**config.mk**
```make
export PLATFORM = sky130hd
export DESIGN_NAME = utf8_text_validator
export DESIGN_NICKNAME = d
export VERILOG_FILES = /design/src/design/utf8v_pkg.sv /design/src/design/utf8v_front.sv /design/src/design/utf8v_fifo.sv /design/src/design/utf8v_back.sv /design/src/design/utf8_text_validator.sv
export VERILOG_INCLUDE_DIRS = /design/src /design/src/design
export SDC_FILE = /design/constraint.sdc
export NUM_CORES = 1
export LEC_CHECK = 0
export BUFFER_PORTS_ARGS = -buffer_cell sky130_fd_sc_hd__buf_2
export CAP_MARGIN = 10
export CORE_ASPECT_RATIO = 1.5
export CORE_MARGIN = 2
export CORE_UTILIZATION = 40
export DETAILED_ROUTE_END_ITERATION = 6
export PLACE_DENSITY_LB_ADDON = 0.2
export SETUP_SLACK_MARGIN = 0.15
export SYNTH_ARGS = -nofsm -noshare
export SYNTH_HDL_FRONTEND = slang
export SYNTH_SLANG_ARGS = --single-unit
export TNS_END_PERCENT = 10
```
**constraint.sdc**
```tcl
create_clock -name aclk -period 1.92 [get_ports aclk]
set_input_delay 0.096 -clock aclk [delete_from_list [all_inputs] [get_ports aclk]]
set_output_delay 0.096 -clock aclk [all_outputs]
set_load 0.02 [all_outputs]
```
**src/design/assert_macros.svh**
```systemverilog
// assertion macros shared by the utf8 validator modules
`ifndef ASSERT_MACROS_SVH
`define ASSERT_MACROS_SVH

// expression holds at every clock edge outside reset
`define ASSERT_ALWAYS(label, clk, rstn, expr, msg) \
    label: assert property (@(posedge clk) disable iff (!rstn) (expr)) else $error(msg);

// consequent holds in the same cycle as the antecedent
`define ASSERT_IMPLIES(label, clk, rstn, ante, cons, msg) \
    label: assert property (@(posedge clk) disable iff (!rstn) (ante) |-> (cons)) \
        else $error(msg);

// consequent holds in the cycle after the antecedent
`define ASSERT_NEXT(label, clk, rstn, ante, cons, msg) \
    label: assert property (@(posedge clk) disable iff (!rstn) (ante) |=> (cons)) \
        else $error(msg);

`endif

```
**src/design/utf8v_pkg.sv**
```systemverilog
// types and constants shared by the utf8 validator modules
package utf8v_pkg;

    // byte classes decided by the front end
    typedef enum logic [2:0] {
        CLS_ASCII_OK = 3'd0,
        CLS_CTRL     = 3'd1,
        CLS_CONT     = 3'd2,
        CLS_BAD_LEAD = 3'd3,
        CLS_LEAD2    = 3'd4,
        CLS_LEAD3    = 3'd5,
        CLS_LEAD4    = 3'd6
    } cls_t;

    // one queued item: end marker or classified byte with its payload bits
    typedef struct packed {
        logic       is_end;
        cls_t       cls;
        logic [5:0] bits;
    } entry_t;

    // error kinds reported at end of text
    localparam logic [2:0] ERR_NONE       = 3'd0;
    localparam logic [2:0] ERR_CONTROL    = 3'd1;
    localparam logic [2:0] ERR_BAD_LEAD   = 3'd2;
    localparam logic [2:0] ERR_BAD_CONT   = 3'd3;
    localparam logic [2:0] ERR_TRUNCATED  = 3'd4;
    localparam logic [2:0] ERR_CODE_POINT = 3'd5;

    // minimum code point class of a sequence
    localparam logic [1:0] MIN_CLS_2B = 2'd0;
    localparam logic [1:0] MIN_CLS_3B = 2'd1;
    localparam logic [1:0] MIN_CLS_4B = 2'd2;

    localparam int unsigned ACC_W = 21;

    // queue depth, a power of two
    localparam int unsigned QDEPTH = 2;
    localparam int unsigned QAW    = (QDEPTH > 1) ? $clog2(QDEPTH) : 1;
    localparam int unsigned QCW    = $clog2(QDEPTH + 1);

endpackage

```
**src/design/utf8v_front.sv**
```systemverilog
// front end: accepts bytes and end markers and classifies each byte
module utf8v_front (
    input  logic              aclk,
    input  logic              aresetn,
    input  logic              s_tvalid,
    output logic              s_tready,
    input  logic [7:0]        s_tdata,   // text_byte
    input  logic              s_tlast,   // action: end of text
    input  logic              s_tuser,   // multiline
    output logic              push_valid,
    input  logic              push_ready,
    output utf8v_pkg::entry_t push_entry
);

    logic              f_valid_reg, f_valid_next;
    utf8v_pkg::entry_t f_entry_reg, f_entry_next;
    utf8v_pkg::entry_t cls_entry;
    logic              take;
    logic              ws_ok;

    assign s_tready   = !f_valid_reg || push_ready;
    assign take       = s_tvalid && s_tready;
    assign push_valid = f_valid_reg;
    assign push_entry = f_entry_reg;

    always_comb begin
        ws_ok = s_tuser && (s_tdata == 8'h09 || s_tdata == 8'h0a || s_tdata == 8'h0d);
        cls_entry.is_end = s_tlast;
        cls_entry.bits   = s_tdata[5:0];
        if (s_tlast) begin
            cls_entry.cls = utf8v_pkg::CLS_ASCII_OK;
        end else if (!s_tdata[7]) begin
            if ((s_tdata < 8'h20 && !ws_ok) || s_tdata == 8'h7f) begin
                cls_entry.cls = utf8v_pkg::CLS_CTRL;
            end else begin
                cls_entry.cls = utf8v_pkg::CLS_ASCII_OK;
            end
        end else if (s_tdata[7:6] == 2'b10) begin
            cls_entry.cls = utf8v_pkg::CLS_CONT;
        end else if (s_tdata >= 8'hc2 && s_tdata <= 8'hdf) begin
            cls_entry.cls  = utf8v_pkg::CLS_LEAD2;
            cls_entry.bits = {1'b0, s_tdata[4:0]};
        end else if (s_tdata >= 8'he0 && s_tdata <= 8'hef) begin
            cls_entry.cls  = utf8v_pkg::CLS_LEAD3;
            cls_entry.bits = {2'b0, s_tdata[3:0]};
        end else if (s_tdata >= 8'hf0 && s_tdata <= 8'hf4) begin
            cls_entry.cls  = utf8v_pkg::CLS_LEAD4;
            cls_entry.bits = {3'b0, s_tdata[2:0]};
        end else begin
            cls_entry.cls = utf8v_pkg::CLS_BAD_LEAD;
        end
    end

    always_comb begin
        f_valid_next = f_valid_reg;
        f_entry_next = f_entry_reg;
        if (take) begin
            f_valid_next = 1'b1;
            f_entry_next = cls_entry;
        end else if (push_ready) begin
            f_valid_next = 1'b0;
        end
    end

    always_ff @(posedge aclk) begin
        if (!aresetn) begin
            f_valid_reg <= 1'b0;
        end else begin
            f_valid_reg <= f_valid_next;
        end
        f_entry_reg <= f_entry_next;
    end

endmodule

```
**src/design/utf8v_fifo.sv**
```systemverilog
// short queue of classified items between front and back
`include "assert_macros.svh"

module utf8v_fifo (
    input  logic              aclk,
    input  logic              aresetn,
    input  logic              push_valid,
    output logic              push_ready,
    input  utf8v_pkg::entry_t push_entry,
    output logic              pop_valid,
    input  logic              pop_ready,
    output utf8v_pkg::entry_t pop_entry
);

    utf8v_pkg::entry_t                  mem_reg [utf8v_pkg::QDEPTH];
    logic [utf8v_pkg::QAW-1:0]          wr_ptr_reg, wr_ptr_next;
    logic [utf8v_pkg::QAW-1:0]          rd_ptr_reg, rd_ptr_next;
    logic [utf8v_pkg::QCW-1:0]          count_reg, count_next;
    logic                               do_push, do_pop;

    assign push_ready = count_reg < utf8v_pkg::QCW'(utf8v_pkg::QDEPTH);
    assign pop_valid  = count_reg != '0;
    assign pop_entry  = mem_reg[rd_ptr_reg];
    assign do_push    = push_valid && push_ready;
    assign do_pop     = pop_valid && pop_ready;

    always_comb begin
        wr_ptr_next = do_push ? wr_ptr_reg + utf8v_pkg::QAW'(1) : wr_ptr_reg;
        rd_ptr_next = do_pop ? rd_ptr_reg + utf8v_pkg::QAW'(1) : rd_ptr_reg;
        count_next  = count_reg;
        if (do_push && !do_pop) begin
            count_next = count_reg + utf8v_pkg::QCW'(1);
        end else if (do_pop && !do_push) begin
            count_next = count_reg - utf8v_pkg::QCW'(1);
        end
    end

    always_ff @(posedge aclk) begin
        if (!aresetn) begin
            wr_ptr_reg <= '0;
            rd_ptr_reg <= '0;
            count_reg  <= '0;
        end else begin
            wr_ptr_reg <= wr_ptr_next;
            rd_ptr_reg <= rd_ptr_next;
            count_reg  <= count_next;
        end
        if (do_push) begin
            mem_reg[wr_ptr_reg] <= push_entry;
        end
    end

    `ASSERT_ALWAYS(a_count_bound, aclk, aresetn, count_reg <= utf8v_pkg::QCW'(utf8v_pkg::QDEPTH), "queue count above depth")

endmodule

```
**src/design/utf8v_back.sv**
```systemverilog
// back end: utf8 decode state, error tracking and verdict register
`include "assert_macros.svh"

module utf8v_back (
    input  logic              aclk,
    input  logic              aresetn,
    input  logic              pop_valid,
    output logic              pop_ready,
    input  utf8v_pkg::entry_t pop_entry,
    output logic              m_tvalid,
    input  logic              m_tready,
    output logic [7:0]        m_tdata    // text_valid, error_kind[2:0], zero pad
);

    logic                          failed_reg, failed_next;
    logic [1:0]                    pend_reg, pend_next;
    logic [utf8v_pkg::ACC_W-1:0]   acc_reg, acc_next;
    logic [1:0]                    min_cls_reg, min_cls_next;
    logic [2:0]                    first_err_reg, first_err_next;
    logic                          out_valid_reg, out_valid_next;
    logic [2:0]                    out_kind_reg, out_kind_next;

    logic                          do_pop;
    logic [utf8v_pkg::ACC_W-1:0]   acc_shift;
    logic [utf8v_pkg::ACC_W-1:0]   minimum;
    logic [1:0]                    pend_dec;
    logic [2:0]                    end_kind;

    assign pop_ready = !pop_entry.is_end || !out_valid_reg || m_tready;
    assign do_pop    = pop_valid && pop_ready;
    assign m_tvalid  = out_valid_reg;
    assign m_tdata   = {4'b0, out_kind_reg, out_kind_reg == utf8v_pkg::ERR_NONE};

    assign acc_shift = {acc_reg[utf8v_pkg::ACC_W-7:0], pop_entry.bits};
    assign pend_dec  = pend_reg - 2'd1;

    always_comb begin
        unique case (min_cls_reg)
            utf8v_pkg::MIN_CLS_2B: minimum = utf8v_pkg::ACC_W'(24'h80);
            utf8v_pkg::MIN_CLS_3B: minimum = utf8v_pkg::ACC_W'(24'h800);
            default:               minimum = utf8v_pkg::ACC_W'(24'h10000);
        endcase
    end

    always_comb begin
        if (failed_reg) begin
            end_kind = first_err_reg;
        end else if (pend_reg != 2'd0) begin
            end_kind = utf8v_pkg::ERR_TRUNCATED;
        end else begin
            end_kind = utf8v_pkg::ERR_NONE;
        end
    end

    always_comb begin
        failed_next    = failed_reg;
        pend_next      = pend_reg;
        acc_next       = acc_reg;
        min_cls_next   = min_cls_reg;
        first_err_next = first_err_reg;
        out_valid_next = out_valid_reg && !m_tready;
        out_kind_next  = out_kind_reg;
        if (do_pop && pop_entry.is_end) begin
            out_valid_next = 1'b1;
            out_kind_next  = end_kind;
            failed_next    = 1'b0;
            pend_next      = 2'd0;
            acc_next       = '0;
            min_cls_next   = utf8v_pkg::MIN_CLS_2B;
            first_err_next = utf8v_pkg::ERR_NONE;
        end else if (do_pop && !failed_reg) begin
            if (pend_reg != 2'd0) begin
                if (pop_entry.cls != utf8v_pkg::CLS_CONT) begin
                    failed_next    = 1'b1;
                    first_err_next = utf8v_pkg::ERR_BAD_CONT;
                end else begin
                    acc_next  = acc_shift;
                    pend_next = pend_dec;
                    // sequence complete: range, surrogate and c1 checks
                    if (pend_dec == 2'd0) begin
                        if (acc_shift < minimum
                                || acc_shift > utf8v_pkg::ACC_W'(24'h10ffff)
                                || (acc_shift >= utf8v_pkg::ACC_W'(24'hd800)
                                    && acc_shift <= utf8v_pkg::ACC_W'(24'hdfff))) begin
                            failed_next    = 1'b1;
                            first_err_next = utf8v_pkg::ERR_CODE_POINT;
                        end else if (acc_shift >= utf8v_pkg::ACC_W'(24'h80)
                                && acc_shift <= utf8v_pkg::ACC_W'(24'h9f)) begin
                            failed_next    = 1'b1;
                            first_err_next = utf8v_pkg::ERR_CONTROL;
                        end
                    end
                end
            end else begin
                unique case (pop_entry.cls)
                    utf8v_pkg::CLS_ASCII_OK: begin
                    end
                    utf8v_pkg::CLS_CTRL: begin
                        failed_next    = 1'b1;
                        first_err_next = utf8v_pkg::ERR_CONTROL;
                    end
                    utf8v_pkg::CLS_LEAD2: begin
                        acc_next     = utf8v_pkg::ACC_W'(pop_entry.bits);
                        min_cls_next = utf8v_pkg::MIN_CLS_2B;
                        pend_next    = 2'd1;
                    end
                    utf8v_pkg::CLS_LEAD3: begin
                        acc_next     = utf8v_pkg::ACC_W'(pop_entry.bits);
                        min_cls_next = utf8v_pkg::MIN_CLS_3B;
                        pend_next    = 2'd2;
                    end
                    utf8v_pkg::CLS_LEAD4: begin
                        acc_next     = utf8v_pkg::ACC_W'(pop_entry.bits);
                        min_cls_next = utf8v_pkg::MIN_CLS_4B;
                        pend_next    = 2'd3;
                    end
                    default: begin
                        // stray continuation or invalid lead
                        failed_next    = 1'b1;
                        first_err_next = utf8v_pkg::ERR_BAD_LEAD;
                    end
                endcase
            end
        end
    end

    always_ff @(posedge aclk) begin
        if (!aresetn) begin
            failed_reg    <= 1'b0;
            pend_reg      <= 2'd0;
            acc_reg       <= '0;
            min_cls_reg   <= utf8v_pkg::MIN_CLS_2B;
            first_err_reg <= utf8v_pkg::ERR_NONE;
            out_valid_reg <= 1'b0;
        end else begin
            failed_reg    <= failed_next;
            pend_reg      <= pend_next;
            acc_reg       <= acc_next;
            min_cls_reg   <= min_cls_next;
            first_err_reg <= first_err_next;
            out_valid_reg <= out_valid_next;
        end
        out_kind_reg <= out_kind_next;
    end

    `ASSERT_ALWAYS(a_failed_kind, aclk, aresetn, failed_reg == (first_err_reg != utf8v_pkg::ERR_NONE), "failed flag and error kind disagree")
    `ASSERT_NEXT(a_end_clears, aclk, aresetn, do_pop && pop_entry.is_end, !failed_reg && pend_reg == 2'd0 && m_tvalid, "end of text did not clear state")
    `ASSERT_IMPLIES(a_pop_safe, aclk, aresetn, do_pop && pop_entry.is_end && out_valid_reg, m_tready, "verdict overwritten while stalled")

endmodule

```
**src/design/utf8_text_validator.sv**
```systemverilog
// top level of the utf8 text validator
// Checks a text fed one byte per transaction (s_tdata byte, s_tuser multiline, s_tlast marks
// end of text with the byte ignored) and returns one verdict transaction per end of text:
// m_tdata[0] text valid, m_tdata[3:1] first error kind (0 none, 1 control char, 2 bad lead,
// 3 bad continuation, 4 truncated, 5 bad code point). The block sustains one transaction per
// cycle while no end marker is held back by a verdict waiting on m_tready; each item passes a
// classify register in the front end, a two-entry queue and the decode step of the back end,
// and the verdict register of the back end then holds the result. The decode state loop in the
// back end sets that rate, and the queue lets input keep flowing while a verdict waits on m_tready.
module utf8_text_validator (
    input  logic       aclk,
    input  logic       aresetn,
    input  logic       s_tvalid,
    output logic       s_tready,
    input  logic [7:0] s_tdata,   // text_byte
    input  logic       s_tlast,   // action: end of text
    input  logic       s_tuser,   // multiline
    output logic       m_tvalid,
    input  logic       m_tready,
    output logic [7:0] m_tdata    // text_valid, error_kind[2:0], zero pad
);

    logic              push_valid, push_ready;
    utf8v_pkg::entry_t push_entry;
    logic              pop_valid, pop_ready;
    utf8v_pkg::entry_t pop_entry;

    utf8v_front u_front (
        .aclk       (aclk),
        .aresetn    (aresetn),
        .s_tvalid   (s_tvalid),
        .s_tready   (s_tready),
        .s_tdata    (s_tdata),
        .s_tlast    (s_tlast),
        .s_tuser    (s_tuser),
        .push_valid (push_valid),
        .push_ready (push_ready),
        .push_entry (push_entry)
    );

    utf8v_fifo u_fifo (
        .aclk       (aclk),
        .aresetn    (aresetn),
        .push_valid (push_valid),
        .push_ready (push_ready),
        .push_entry (push_entry),
        .pop_valid  (pop_valid),
        .pop_ready  (pop_ready),
        .pop_entry  (pop_entry)
    );

    utf8v_back u_back (
        .aclk      (aclk),
        .aresetn   (aresetn),
        .pop_valid (pop_valid),
        .pop_ready (pop_ready),
        .pop_entry (pop_entry),
        .m_tvalid  (m_tvalid),
        .m_tready  (m_tready),
        .m_tdata   (m_tdata)
    );

endmodule
```
==> flow_summary.json, run 1 <==
{
  "status": "finished with violations",
  "violations": "setup timing",
  "avgViaCountPerCell": 5.22,
  "max_cap_violations": 0,
  "ioPinCount": 24,
  "finalSetupViolations": 4,
  "place_inst": 352,
  "synth_edf_count": 33,
  "grt_usage": 0.147,
  "nets": 308,
  "post-route-min-period_ns": 2.06,
  "instances_no_fill": 374,
  "postLayoutCoreUtil": 0.494,
  "grt_max_degree": 31,
  "dr_wl_met2_mm": 2.60,
  "cts.sinks": 63,
  "routed_wl_mm": 4.93,
  "place_area_um2": 3080,
  "yosysTopAreaCell": "edfxtp_1",
  "antenna_found_initial": 0,
  "ir_drop_mv": 0.552,
  "power.density_nw_per_um2": 1310,
  "initialDrtViolationCount": 64,
  "skew_ns": 0.00816,
  "yosysTopAreaCellShare": 0.357,
  "start_kind": "flip-flop",
  "met1_length_mm": 2.09,
  "leakage_uw": 0.00121,
  "dp_hpwl_mm": 3.48,
  "switching_share": 0.311,
  "cts-root-buf": "clkbuf_8",
  "largest_register_ffs": 20,
  "fin_crit_sh": 1.07,
  "setup_ws_ns": -0.143,
  "die_w_um": 72.0,
  "p_int_uw": 3030,
  "ys_seq_area_frac": 0.573,
  "r2r-end": "u_back.first_err_reg[1]$_SDFFE_PP0P_",
  "required_ns": 2.15,
  "portBuffers": 19,
  "clk_pin_slew_ns": 0.07,
  "cp-startpoint": "u_back.acc_reg[4]$_SDFFE_PP0P_",
  "grt_pass1_wl_mm": 8.50,
  "syn_inst": 248,
  "die-area_um2": 7640,
  "grt_pass1_vias": 1908,
  "cts_made_buffers": 9,
  "vias": 1951,
  "layout-drive-gt1-share": 0.209,
  "async_reset_ff_frac": 0,
  "initial_core_util": 0.408,
  "cp-end-kind": "flip-flop",
  "fin_hold_ws_ns": 0.0557,
  "drv_slew": 0,
  "insertedDiodeCount": 0,
  "final_area_um2": 3360,
  "max_freq_ghz": 0.485,
  "post_drt_wl_per_cell_um": 13.2,
  "clock_latency_ns": 0.34,
  "syn_area_um2": 2780,
  "crit_fanout": 2,
  "dp_slack_ns": -0.139,
  "cp.arrival_ns": 2.29,
  "rsz0062_at_grt": "yes",
  "gp_congestion": 0.858,
  "pwr-share-clk": 0.247,
  "seq_power_share": 0.403,
  "switchingPower_uw": 1360,
  "fp.dieH_um": 106,
  "synth.area.top_cells": "edfxtp_1 36%, dfxtp_1 22%, mux2i_1 4.3%, a21oi_1 3.1%, nand2b_1 2.5%",
  "syn_avg_cell_area_um2": 11.2,
  "hold_class": "input pin to flip-flop",
  "wl_met3_um": 97,
  "worst_r2r_startpoint": "u_back.acc_reg[4]$_SDFFE_PP0P_",
  "core_area_um2": 6810,
  "gr-total-overflow": 0,
  "drc_errors": 0,
  "std_cell_rows": 37,
  "path_class": "flip-flop to flip-flop",
  "yosysWarnings": 0,
  "ff2ff_setup_slack_ns": -0.14,
  "cts_buffer_depth": 2,
  "drt_first_pass_iters": 4,
  "pwr-share-comb": 0.349,
  "cts_tree": "yes",
  "synth_flop_cell": "edfxtp_1",
  "finalHoldViolCount": 0,
  "routed.top_layer": "met4",
  "reg2reg_depth": 6,
  "setup.worst_path.end": "u_back.first_err_reg[1]$_SDFFE_PP0P_",
  "ys_types": 48,
  "antenna_left": 0,
  "area_growth_pct": 21.0,
  "h-tree-depth": 3,
  "ys_ff_latch": 63
}
## power groups by stage
stage | sequential [uW] | combinational [uW] | clock [uW]
2_1_floorplan | 1790 | 999 | 0
3_3_place_gp | 1780 | 1460 | 0
3_5_place_dp | 1790 | 1480 | 0
4_1_cts | 1770 | 1550 | 1120
5_1_grt | 1800 | 1700 | 1190
6_report | 1770 | 1530 | 1090
## critical path, stage by stage (launching register included)
cell and delay [ns]:
dfxtp_1 0.30, or3_1 0.39, or4_4 0.44, a2111oi_4 0.34, nor4_2 0.11, o31a_1 0.29, o21a_1 0.09
## layout make-up
| type | instances | area, um^2 |
|---|---|---|
| fillers | 627 | 3440 |
| flip-flops and latches | 63 | 1600 |
| multi-input cells | 167 | 1140 |
| repair buffers | 43 | 315 |
| clock buffers | 16 | 191 |
| well taps | 78 | 97.6 |
| inverters | 7 | 26.3 |
## cells in the mapped netlist (6+ instances only)
cell and number:
edfxtp_1 33, dfxtp_1 30, a21oi_1 17, nor2_1 16
mux2i_1 12, nand3_1 12, nand2b_1 11, nand2_1 10
and2_1 8, o21a_1 8, a211oi_1 7, inv_1 7
nor2b_1 7, buf_2 6, o21ai_0 6
## logic make-up after synthesis
logic type               share of synthesized area
AND/OR/NAND/NOR                              0.177
flip-flops                                   0.573
AO/OA/AOI/OAI                                0.134
buffers and inverters                       0.0365
multiplexers                                0.0514
adder cells (fa/ha/maj)                     0.0171
XOR/XNOR                                   0.00946
other                                      0.00135
## cells in the final DEF (no fill, tap or decap), types with 3 or more instances in the layout
cell type / instances
nand2_1: 10
dlygate4sd3_1: 6
nand2b_1: 11
buf_2: 19
nand3_1: 11
buf_4: 16
edfxtp_1: 33
o21ai_0: 6
clkbuf_1: 4
or3_1: 4
a21oi_1: 16
inv_1: 7
ha_1: 3
and2_1: 8
nor4_1: 4
dfxtp_1: 29
nor3_1: 5
nor2_1: 16
nor2b_1: 7
clkbuf_8: 11
mux2i_1: 11
conb_1: 4
a211oi_1: 7
o21a_1: 8
## worst min path at each step
stage / from / endpoint / slack, ns / depth (start not counted)
floorplan: s_tdata[0] / u_front.push_entry[0]$_DFFE_PP_ / 0.19 / 0
global placement: s_tlast / u_front.push_entry[9]$_DFFE_PP_ / 0.32 / 1
detailed placement: s_tlast / u_front.push_entry[9]$_DFFE_PP_ / 0.32 / 1
CTS: aresetn / u_fifo.wr_ptr_reg$_SDFFE_PN0P_ / 0.04 / 2
global route: aresetn / u_fifo.wr_ptr_reg$_SDFFE_PN0P_ / 0.05 / 2
finish: aresetn / u_fifo.wr_ptr_reg$_SDFFE_PN0P_ / 0.06 / 2
## routing by layer
metal / up-vias / GRT usage
met5: - / 0
met1: 915 / 0.163
met2: 26 / 0.243
met4: 0 / 0.0997
li1: 1000 / -
met3: 10 / 0.0370
## what timing repair did
item | in CTS | in global routing
gates resized for setup | 8 | 0
cloned | 0 | 0
endpoints found under the hold margin | 6 | 0
hold buffers | 6 | 0
endpoints found under the setup margin | 23 | 23
pin swaps | 5 | 0
buffers inserted | 0 | 0
## metrics by stage
step	TNS, ns	power (uW)
finish	-0.361	4390
global route	-0.743	4680
CTS	-0.434	4430
detailed placement	-0.444	3260
global placement	-0.266	3240
floorplan	-0.0683	2790
(Power assumes the default switching activity.)
==> run 2, diff against run 1 <==
Settings changed: CORE_ASPECT_RATIO 1.5 to not set, CTS_CLUSTER_DIAMETER set to 60.
Clock period 1.92 ns to 2.6 ns, I/O delays scaled along.
==> flow_summary.json, run 2 (synthesis gave the netlist of run 1 again) <==
{
  "status": "complete, no violations",
  "cts.sinks": 63,
  "seq_power_share": 0.414,
  "max_cap_violations": 0,
  "grt_pass1_wl_mm": 7.60,
  "grt_pass1_vias": 1704,
  "crit_family": "simple AND/OR/NAND/NOR gates",
  "setup-tns-final_ns": 0,
  "cts_buffer_depth": 2,
  "initialDrtViolationCount": 72,
  "nets": 291,
  "switching_share": 0.317,
  "die_w_um": 87.3,
  "pwr-share-clk": 0.295,
  "die-area_um2": 7630,
  "final_area_um2": 3190,
  "cp.arrival_ns": 2.37,
  "insertedDiodeCount": 0,
  "path_class": "flip-flop to flip-flop",
  "dp_hpwl_mm": 3.25,
  "antenna_found_initial": 0,
  "p_int_uw": 2170,
  "ioPinCount": 24,
  "crit_path_max_incr_delay_ns": 0.44,
  "fp.dieH_um": 87.3,
  "crit_buf_inv": 0,
  "pwr-share-comb": 0.291,
  "largest_register_ffs": 20,
  "power.density_nw_per_um2": 993,
  "drc_errors": 0,
  "clk_pin_slew_ns": 0.07,
  "maxSlewHeadroom": 0.641,
  "max_freq_ghz": 0.468,
  "ir_drop_mv": 0.366,
  "mostFrequentLayoutCells": "33 x edfxtp_1, 30 x dfxtp_1, 19 x buf_2, 16 x nor2_1, 16 x a21oi_1",
  "switchingPower_uw": 1000,
  "finalHoldViolCount": 0,
  "grt_max_degree": 32,
  "gr-total-overflow": 0,
  "cts_tree": "yes",
  "core_area_um2": 6760,
  "vias": 1863,
  "post_drt_wl_per_cell_um": 13.1,
  "finalSetupViolations": 0,
  "area_growth_pct": 14.9,
  "clock_latency_ns": 0.34,
  "worstPathCellList": "or3_1 -> or4_4 -> a2111oi_4 -> nor4_1 -> o31a_1 -> o21a_1",
  "postCtsResizedCells": 0,
  "std_cell_rows": 30,
  "cts-root-buf": "clkbuf_8",
  "drt_first_pass_iters": 4,
  "antenna_left": 0,
  "cts_made_buffers": 9,
  "place_area_um2": 2950,
  "cp-end-kind": "flip-flop",
  "tightest_slew_ns": 0.537,
  "hold_class": "input pin to flip-flop",
  "fin_crit_sh": 0.822,
  "initial_core_util": 0.411,
  "start_kind": "flip-flop",
  "critical_path.slowest_cell": "or4_4",
  "routed_wl_mm": 4.72,
  "gp_congestion": 0.796,
  "rsz0062_at_grt": "no",
  "grt_usage": 0.132,
  "avgViaCountPerCell": 5.19,
  "h-tree-depth": 3,
  "layout-drive-gt1-share": 0.168,
  "required_ns": 2.83,
  "leakage_uw": 0.00112,
  "drv_slew": 0,
  "portBuffers": 19,
  "skew_ns": 0.00632,
  "post-route-min-period_ns": 2.14,
  "fin_hold_ws_ns": 0.0200,
  "crit_fanout": 4,
  "final_common_cell": "edfxtp_1"
}
## run 2: cell count changes in the layout (fill, tap and decap cells not counted), moves of 2 or more
cell	delta
bufinv_16	+2
buf_4	-11
clkbuf_8	-2
dlygate4sd3_1	-4
clkinvlp_4	+2
clkbuf_1	-4
buf_12	-2
clkinv_4	+2
## run 2: worst register-to-register path, delay by kind of cell (launching register included)
kind | cells | cell delay, ns
flops | 1 | 0.33
simple gates | 3 | 0.95
compound gates | 3 | 0.76
## run 2: routing by layer
| metal | routed length [um] | up-vias | global-route usage | share of wire |
|---|---|---|---|---|
| met3 | 148 | 11 | 0.0341 | 0.031 |
| met4 | 128 | 0 | 0.0839 | 0.027 |
| li1 | - | 962 | - | - |
| met5 | 0 | - | 0 | 0 |
| met2 | 2130 | 35 | 0.208 | 0.45 |
| met1 | 2310 | 855 | 0.160 | 0.49 |
## run 2: final timing paths
path | startpoint | to | slack [ns] | cells past startpoint
min | s_tdata[0] | u_front.push_entry[0]$_DFFE_PP_ | 0.02 | 1
max | u_back.acc_reg[2]$_SDFFE_PP0P_ | u_back.first_err_reg[1]$_SDFFE_PP0P_ | 0.46 | 6
min reg2reg | u_front.push_entry[4]$_DFFE_PP_ | u_fifo.mem_reg[1][4]$_DFFE_PP_ | 0.45 | 0
max reg2reg | u_back.acc_reg[2]$_SDFFE_PP0P_ | u_back.first_err_reg[1]$_SDFFE_PP0P_ | 0.46 | 6
## run 2: layout make-up
type | instances | area [um^2]
clock buffers | 9 | 124
well taps | 80 | 100
multi-input cells | 167 | 1100
flip-flops and latches | 63 | 1590
clock inverters | 7 | 97.6
repair buffers | 26 | 153
inverters | 7 | 26.3
fillers | 645 | 3560
## run 2: power groups by stage
stage,clock network (uW),logic [uW],registers (uW)
after CTS,959,931,1310
after detailed placement,0,923,1330
after floorplan,0,737,1320
final,935,922,1310
after global placement,0,919,1330
after global routing,1000,1020,1330
## run 2: per-stage QoR
stage,util,setup WS (ns),total power (uW),std cells
after global routing,0.472,0.370,3360,359
final,0.472,0.463,3170,359
after global placement,0.437,0.489,2250,341
after detailed placement,0.437,0.459,2260,341
after floorplan,-,0.544,2060,251
after CTS,0.472,0.449,3200,359
## run 2: repair_timing
action | 4_1_cts | 5_1_grt
endpoints found under the hold margin | 2 | 0
buffers inserted | 0 | 0
hold buffers | 2 | 0
==> run 3, diff against run 2 <==
Settings changed: ABC_AREA set to 1.
Clock period 2.6 ns to 1.8 ns, I/O delays scaled along.
==> flow_summary.json, run 3 <==
{
  "cts_tree": "yes",
  "finalHoldViolCount": 0,
  "path_class": "flip-flop to flip-flop",
  "antenna_found_initial": 0,
  "drt_first_pass_iters": 4,
  "post_drt_wl_per_cell_um": 11.5,
  "rsz0062_at_grt": "yes",
  "post-route-min-period_ns": 1.59,
  "yosys-top-cells-count": "57 x nand2_1, 42 x nor2_1, 36 x inv_1",
  "synth_flop_cell": "edfxtp_1",
  "cp.arrival_ns": 1.82,
  "core_area_um2": 7290,
  "yosysWarnings": 0,
  "ys_types": 37,
  "skew_ns": 0.00765,
  "yosysMostFrequentCell": "nand2_1",
  "max_freq_ghz": 0.628,
  "mostFrequentLayoutCells": "55 x nand2_1, 42 x nor2_1, 34 x inv_1, 33 x edfxtp_1, 29 x a21oi_1",
  "grt_pass1_vias": 2129,
  "required_ns": 2.03,
  "cp-end-kind": "flip-flop",
  "max_cap_violations": 0,
  "met1_usage": 0.173,
  "switchingPower_uw": 2480,
  "final_common_cell": "nand2_1",
  "ff2ff_setup_slack_ns": 0.21,
  "cts_made_buffers": 9,
  "h-tree-depth": 3,
  "start_kind": "flip-flop",
  "grt_util_met3": 0.0448,
  "syn_area_um2": 3040,
  "die_w_um": 91.2,
  "largest_register_ffs": 20,
  "multi_input_area_um2": 1270,
  "grt_pass1_wl_mm": 9.59,
  "reg2reg_depth": 10,
  "cts-root-buf": "clkbuf_8",
  "setup_ws_ns": 0.206,
  "leakage_uw": 0.00151,
  "finalSetupViolations": 0,
  "initialDrtViolationCount": 49,
  "dp_slack_ns": 0.0677,
  "layout-drive-gt1-share": 0.281,
  "cts_buffer_depth": 2,
  "r2r-end": "u_back.pend_reg[1]$_SDFFE_PP0P_",
  "total_power_uw": 5970,
  "initial_core_util": 0.417,
  "pwr-share-comb": 0.430,
  "fp.dieH_um": 91.2,
  "ir_drop_mv": 0.585,
  "hold_depth": 3,
  "seq_power_share": 0.362,
  "die-area_um2": 8320,
  "hold_end": "u_front.push_valid$_SDFFE_PN0P_",
  "routed_wl_mm": 5.53,
  "crit_fanout": 13,
  "drv_slew": 0,
  "std_cell_rows": 31,
  "syn_avg_cell_area_um2": 9.05,
  "dp_hpwl_mm": 3.83,
  "hold_class": "input pin to flip-flop",
  "regArea_um2": 1600,
  "clock_latency_ns": 0.33,
  "cts.sinks": 63,
  "grt_max_degree": 21,
  "gp_congestion": 0.835,
  "ioPinCount": 24,
  "insertedDiodeCount": 0,
  "setup-tns-final_ns": 0,
  "ys_ff_latch": 63,
  "grt_usage": 0.144,
  "pwr-share-clk": 0.208,
  "drc_errors": 0,
  "avgViaCountPerCell": 4.64,
  "status": "complete, no violations",
  "async_reset_ff_frac": 0,
  "clk_pin_slew_ns": 0.07,
  "nets": 393,
  "antenna_left": 0,
  "switching_share": 0.415,
  "p_int_uw": 3490,
  "synth.area.top_cells": "edfxtp_1 33%, dfxtp_1 20%, nand2_1 7.0%, nor2_1 5.2%, a21oi_1 4.9%",
  "fin_crit_sh": 0.885,
  "gr-total-overflow": 0,
  "power.density_nw_per_um2": 1650,
  "yosysTopAreaCellShare": 0.326,
  "busiest_layer": "met2",
  "syn_inst": 336,
  "vias": 2228,
  "fill_cells": 723,
  "ys_seq_area_frac": 0.523,
  "portBuffers": 19,
  "hold_start": "s_tvalid",
  "area_growth_pct": 18.8,
  "met2_usage": 0.246,
  "yosysTopAreaCell": "edfxtp_1",
  "synth_edf_count": 33
}
-- run 3: per-layer routing --
metal,routed length [um],up-vias,share of wire
met2,2810,37,0.51
met3,152,2,0.028
met4,29,0,0.0052
met1,2530,1012,0.46
met5,0,-,0
li1,-,1177,-
-- run 3: cells by family after synthesis --
kind of cell,synth area share
xor gates and xnor gates,0.00288
DFF,0.523
adders and majority gates,0.0123
buffers and inverters,0.0868
AOI/OAI and AO/OA,0.126
other,0.00123
and+or+nand+nor,0.248
-- run 3: cell type report --
type | instances | area share
Tap cell | 99 | 0.0343
Inverter | 42 | 0.0464
Clock inverter | 6 | 0.0194
Multi-Input combinational cell | 223 | 0.352
Clock buffer | 10 | 0.0381
Timing Repair Buffer | 37 | 0.0682
Sequential cell | 63 | 0.442
-- run 3: power by group through the flow --
stage	registers, uW	logic, uW	clock network, uW
floorplan	2140	1890	0
global placement	2170	2250	0
detailed placement	2170	2280	0
CTS	2140	2330	1290
global route	2210	2870	1360
finish	2160	2570	1240
-- run 3: worst max-delay path, stage by stage, from the launching register on --
cell     delay, ns
dfxtp_4       0.37
inv_4         0.04
buf_4         0.13
nand2_1       0.11
nand2_4       0.10
a21oi_4       0.18
nand3_4       0.12
nand2_4       0.21
nand2_1       0.10
nand2_1       0.08
a21oi_2       0.05
-- run 3: stage by stage --
stage | util | cell area, um^2 | cells | hold slack (ns)
3_5_place_dp | 0.442 | 3230 | 453 | 0.313
3_3_place_gp | 0.442 | 3230 | 453 | 0.314
2_1_floorplan | - | 3050 | 339 | 0.189
4_1_cts | 0.480 | 3500 | 476 | 0.0160
5_1_grt | 0.496 | 3610 | 480 | 0.0558
6_report | 0.496 | 3610 | 480 | 0.0385
-- run 3: worst max path at each step --
stage          cells past startpoint                                   end  slack, ns                               start
2_1_floorplan                     10      u_fifo.count_reg[1]$_SDFFE_PN0P_       0.19                           flip-flop
3_3_place_gp                      10      u_fifo.count_reg[1]$_SDFFE_PN0P_       0.13                           flip-flop
3_5_place_dp                      10      u_fifo.count_reg[1]$_SDFFE_PN0P_       0.07                           flip-flop
4_1_cts                           14  u_back.first_err_reg[0]$_SDFFE_PP0P_       0.12  u_back.min_cls_reg[1]$_SDFFE_PP0P_
5_1_grt                           13  u_back.first_err_reg[0]$_SDFFE_PP0P_        0.1  u_back.min_cls_reg[1]$_SDFFE_PP0P_
6_report                          10       u_back.pend_reg[1]$_SDFFE_PP0P_       0.21                           flip-flop
-- run 3: what timing repair did --
item | CTS | global route
setup buffers | 2 | 4
pin swaps | 0 | 10
hold buffers | 5 | 0
endpoints found under the hold margin | 5 | 0
gates resized for setup | 1 | 25
setup endpoints to repair | 9 | 22
